<file path="src/rot_pkg.sv">
// Shared constants, types and codes for the record offset table.
package rot_pkg;

  localparam int RECORDS      = 4096;
  localparam int MAX_SEGMENTS = 8;

  localparam int RecNumW = 13;
  localparam int OffW    = 32;
  localparam int HighW   = 4;
  localparam int RecIdxW = $clog2(RECORDS);
  localparam int SegIdxW = (MAX_SEGMENTS > 1) ? $clog2(MAX_SEGMENTS) : 1;
  localparam int SegCntW = $clog2(MAX_SEGMENTS + 1);

  localparam logic CMD_APPEND = 1'b0;
  localparam logic CMD_LOOKUP = 1'b1;

  localparam logic STATUS_OK   = 1'b0;
  localparam logic STATUS_FULL = 1'b1;

  typedef enum logic {
    ST_IDLE,
    ST_EXEC
  } state_t;

  typedef struct packed {
    logic               en;
    logic [RecIdxW-1:0] addr;
    logic [OffW-1:0]    data;
  } mem_wr_t;

  typedef struct packed {
    logic               en;
    logic [RecIdxW-1:0] addr_prev;
    logic [RecIdxW-1:0] addr_cur;
  } mem_rd_t;

  typedef struct packed {
    logic               en;
    logic [RecNumW-1:0] rec;
  } seg_log_t;

endpackage

</file>
<file path="src/rot_seg_table.sv">
// Boundary crossing table: logs record numbers and counts crossings before a record.
module rot_seg_table
  import rot_pkg::*;
(
  input  logic               clk,
  input  logic               rst,
  input  seg_log_t           log_req,
  input  logic [RecNumW-1:0] query,
  output logic               full,
  output logic [HighW-1:0]   count
);

  logic [RecNumW-1:0] seg [MAX_SEGMENTS];
  logic [SegIdxW-1:0] free_idx;
  logic [SegCntW-1:0] cnt;

  // First free slot, if any.
  always_comb begin
    full     = 1'b1;
    free_idx = '0;
    for (int i = MAX_SEGMENTS - 1; i >= 0; i--) begin
      if (seg[i] == '0) begin
        full     = 1'b0;
        free_idx = SegIdxW'(i);
      end
    end
  end

  // Counting stops at the first free slot or the first slot beyond the query.
  always_comb begin
    logic run;
    run = 1'b1;
    cnt = '0;
    for (int i = 0; i < MAX_SEGMENTS; i++) begin
      run = run && (seg[i] != '0) && (query >= seg[i]);
      if (run) begin
        cnt = cnt + SegCntW'(1);
      end
    end
  end

  assign count = HighW'(cnt);

  always_ff @(posedge clk) begin
    if (rst) begin
      for (int i = 0; i < MAX_SEGMENTS; i++) begin
        seg[i] <= '0;
      end
    end else if (log_req.en && !full) begin
      seg[free_idx] <= log_req.rec;
    end
  end

endmodule
</file>
<file path="config.mk">
export PLATFORM = sky130hd
export DESIGN_NAME = rot_seg_table
export DESIGN_NICKNAME = d
export VERILOG_FILES = /design/src/rot_pkg.sv /design/src/rot_seg_table.sv
export SDC_FILE = /design/constraint.sdc
export NUM_CORES = 1
export LEC_CHECK = 0
export BUFFER_PORTS_ARGS = -buffer_cell sky130_fd_sc_hd__clkbuf_2
export CORE_MARGIN = 4
export CORE_UTILIZATION = 57
export CTS_CLUSTER_DIAMETER = 40
export DETAILED_ROUTE_END_ITERATION = 8
export PLACE_DENSITY = 0.82
export SYNTH_ARGS = -nofsm -noshare
export SYNTH_HDL_FRONTEND = slang
export SYNTH_SLANG_ARGS = --single-unit
</file>
<file path="constraint.sdc">
create_clock -name clk -period 4.8 [get_ports clk]
set_input_delay 0.24 -clock clk [delete_from_list [all_inputs] [get_ports clk]]
set_output_delay 0.24 -clock clk [all_outputs]
set_load 0.1 [all_outputs]
</file>
==> metrics.csv <==
stage;metric;value;unit
placement;# port buffers;33;
sta;RSZ-0062 raised after global routing;yes;
cts;H-tree Lvls;3;
floorplanning;starting density of the core;0.5860;
sta;Fmax;188.0;MHz
critical_path;Cell Chain, Critical Path;inv_2 -> ha_4 -> nor4_1 -> a21boi_2 -> or4_4 -> nand2_4 -> nor2_4 -> ha_4 -> clkinv_4 -> a31o_4 -> nand2_4 -> ha_4 -> mux2_4 -> o21ai_4 -> xnor2_2 -> mux2_4 -> ha_4 -> mux2_4 -> nand2_4 -> o21ai_4 -> ha_4 -> mux2_4 -> buf_12;
finish;max FFs per register;104;
finish;number of diodes;0;
hold_path;Hold Path Cell Cnt;2;
floorplanning;Die Span Y;122.4;um
floorplanning;core area;12720;um2
power;Max VDD drop;0.2374;mV
sta;relative slew slack;0.5176;
finish;flip-flop and latch area;3123;um2
sta;max-slew violations;0;
sta;final setup vio count;3;
floorplanning;I/O pin total;34;
floorplanning;die area;14970;um2
finish;top flop regs;seg: 104 flops;
finish;fraction of layout cells with a size suffix above 1;0.2221;
cts;clk slew on worst S/H paths;0.07;ns
routing;via count;6038;
sta;setup TNS;-1.448;ns
routing;WL per Instance;20.74;um
routing;Residual DRC;0;
critical_path;max incr delay on CP;0.47;ns
sta;Hold Vio Cnt, Final;0;
run;max-cap violations;0;
routing;Routed Antenna Nets;0;
critical_path;reg-to-reg endpoint;seg[6][6];
critical_path;WP data required;4.56;ns
finish;Area Overhead vs Synth;22.41;%
synthesis;Async S/R FF share, synth;0;
routing;drt via density;5.955;
power;LEAKAGE;3.973;nW
synthesis;unique cell type count in the Yosys netlist;63;
cts;Clock Tree Buf Depth;2;
global_routing;gr ovfl total;0;
finish;most frequent cells in the layout;and2_1 (106), edfxtp_1 (104), inv_1 (99), ha_1 (95), buf_4 (66);
synthesis;mapped cell area;7455;um2
finish;leading cell type in the layout, fill and taps excluded;and2_1;
critical_path;WS Path Type;reg -> out;
global_routing;Total GRT Usage;0.2817;
sta;Period Utilization, post-route;1.108;
routing;WL final;21030;um
critical_path;Crit. End Element;output port;
critical_path;reg2reg setup slack;1.84;ns
synthesis;post-synthesis sequential area ratio;0.4189;
run_status;status;complete, but fails checks;
routing;DRT iter0 DRCs;442;
synthesis;Ys Warns;0;
sta;final worst setup slack;-0.5194;ns
cts;CTS Root Cell;clkbuf_16;
routing;DRT Pass-1 Iters;6;
cts;CTS Sinks;104;
hold_path;Hold Crit Class;in -> reg;
synthesis;Most used DFF post-synth;edfxtp_1;
global_routing;first-pass GRT wire length;31480;um
sta;Slew @ Worst Pin;0.7209;ns
placement;post-DP HPWL;15140;um
critical_path;CP max stage cell;nor4_1;
global_routing;vias in the first global route;5942;
cts;TritonCTS buffer count;9;
finish;area occupied by multi-input gates;4370;um2
critical_path;FF-to-FF path depth;9;
critical_path;most used cell, CP;ha_4;
sta;Worst Skew;0.01075;ns
floorplanning;Die W;122.4;um
finish;Final Core Density;0.7173;
hold_path;Worst Hold Endpoint;seg[6][11];
floorplanning;FP Rows;41;
synthesis;register bit total from synthesis;104;
cts;worst-skew pair later-pin latency;0.35;ns
synthesis;syn_area_per_cell;10.11;um2
synthesis;EDFF count, synth;104;
finish;Most flops, register;seg;
synthesis;Mapped Nets;877;
sta;Final Critical Period;5.319;ns
critical_path;CP Launch Type;register;
hold_path;Hold Crit Start;log_req[11];
global_routing;initial antenna violation count;0;
run_status;failing checks;setup timing;
finish;Layout Nets;977;
synthesis;cells after synthesis;737;
critical_path;CP Max Fanout;4;
critical_path;Worst R2R Start;seg[4][0];
finish;filler cell count;938;
cts;CTS tree;done;
placement;gpl congestion;0.9377;
power;power density cells;265.1;nW/um2
global_routing;largest net degree at the start of global routing;17;
critical_path;WP data arrival;5.08;ns
## worst max-delay path, delay by kind of cell, from the launching register on
family	cells	cell delay, ns
xor+xnor	1	0.08
mux	4	1.09
flops	1	0.37
fa+ha+maj	5	1.12
simple gates	6	1.21
compound gates	4	0.54
buf+inv	3	0.29
## metrics by stage
stage | std cells | setup slack, ns | area [um2] | power, mW | hold WS [ns]
5_1_grt | 1014 | -0.6437 | 9125 | 2.517 | 0.3827
6_report | 1014 | -0.5194 | 9125 | 2.419 | 0.3936
4_1_cts | 1003 | -0.4880 | 8753 | 2.351 | 0.3772
3_3_place_gp | 984 | -0.1817 | 8344 | 1.543 | 0.7236
2_1_floorplan | 737 | -0.4421 | 7575 | 1.379 | 0.4382
3_5_place_dp | 984 | -0.3238 | 8344 | 1.577 | 0.7317
## Yosys cell counts (3+ instances only)
cell	count	area share
or3_1	4	0.0034
edfxtp_1	104	0.42
o31ai_1	3	0.0030
nand3_1	12	0.0081
mux2_2	4	0.0060
nor4_1	27	0.023
a21oi_1	27	0.018
inv_1	104	0.052
nor2_1	33	0.017
nand2b_1	6	0.0050
nor3_1	15	0.010
a31oi_1	3	0.0025
nand2_1	33	0.017
or4_1	3	0.0030
a21o_1	6	0.0060
and4_1	5	0.0059
ha_1	111	0.19
xnor2_1	9	0.011
a211oi_1	6	0.0060
and2_1	107	0.090
clkbuf_1	8	0.0040
or2_2	8	0.0067
o21ai_0	14	0.0094
o21a_1	9	0.0091
nor2b_1	5	0.0042
o211ai_1	6	0.0060
nand4_1	22	0.018
## area by class of cell
cell class | count | area share
Timing Repair Buffer | 99 | 0.07733
Sequential cell | 104 | 0.3422
Clock buffer | 9 | 0.02468
Tap cell | 172 | 0.02358
Inverter | 105 | 0.04374
Clock inverter | 7 | 0.009461
Multi-Input combinational cell | 518 | 0.4790
## metal layers
layer / wire (um) / GRT usage / up-vias
li1: - / - / 2847
met1: 7967 / 0.3587 / 2877
met2: 10520 / 0.4954 / 251
met3: 1635 / 0.01982 / 63
met4: 904 / 0.1218 / 0
met5: 0 / 0 / -
## how the worst max path moves through the flow
stage                    start  endpoint  slack, ns  cells past startpoint
finish               seg[1][4]  count[1]      -0.52                     23
global route        seg[1][10]  count[3]      -0.64                     24
CTS                  seg[1][2]  count[1]      -0.49                     24
detailed placement   query[10]  count[1]      -0.32                     24
global placement      query[2]  count[1]      -0.18                     24
floorplan           seg[1][10]  count[3]      -0.44                     24
## cells by family (layout without fill, tap and decap cells)
group / after synthesis / in the layout / share of synthesized area
adder cells (fa/ha/maj): 111 / 111 / 0.1863
multiplexers: 5 / 5 / 0.007385
flip-flops: 104 / 104 / 0.4189
XOR/XNOR: 10 / 10 / 0.01175
buffers and inverters: 115 / 220 / 0.05824
AO/OA/AOI/OAI: 100 / 100 / 0.09114
AND/OR/NAND/NOR: 292 / 292 / 0.2262
## repair_timing
action,4_1_cts,5_1_grt
hold buffers,0,0
pin swaps,4,8
gates resized for setup,14,44
buffers inserted,3,12
endpoints found under the setup margin,3,3
## power by group
part	switching (mW)	internal [mW]	leakage [nW]
clock	0.310	0.452	0.154
combinational	0.354	0.257	2.74
sequential	0.0184	1.03	1.07
total	0.682	1.74	3.97
(Power assumes the default switching activity.)
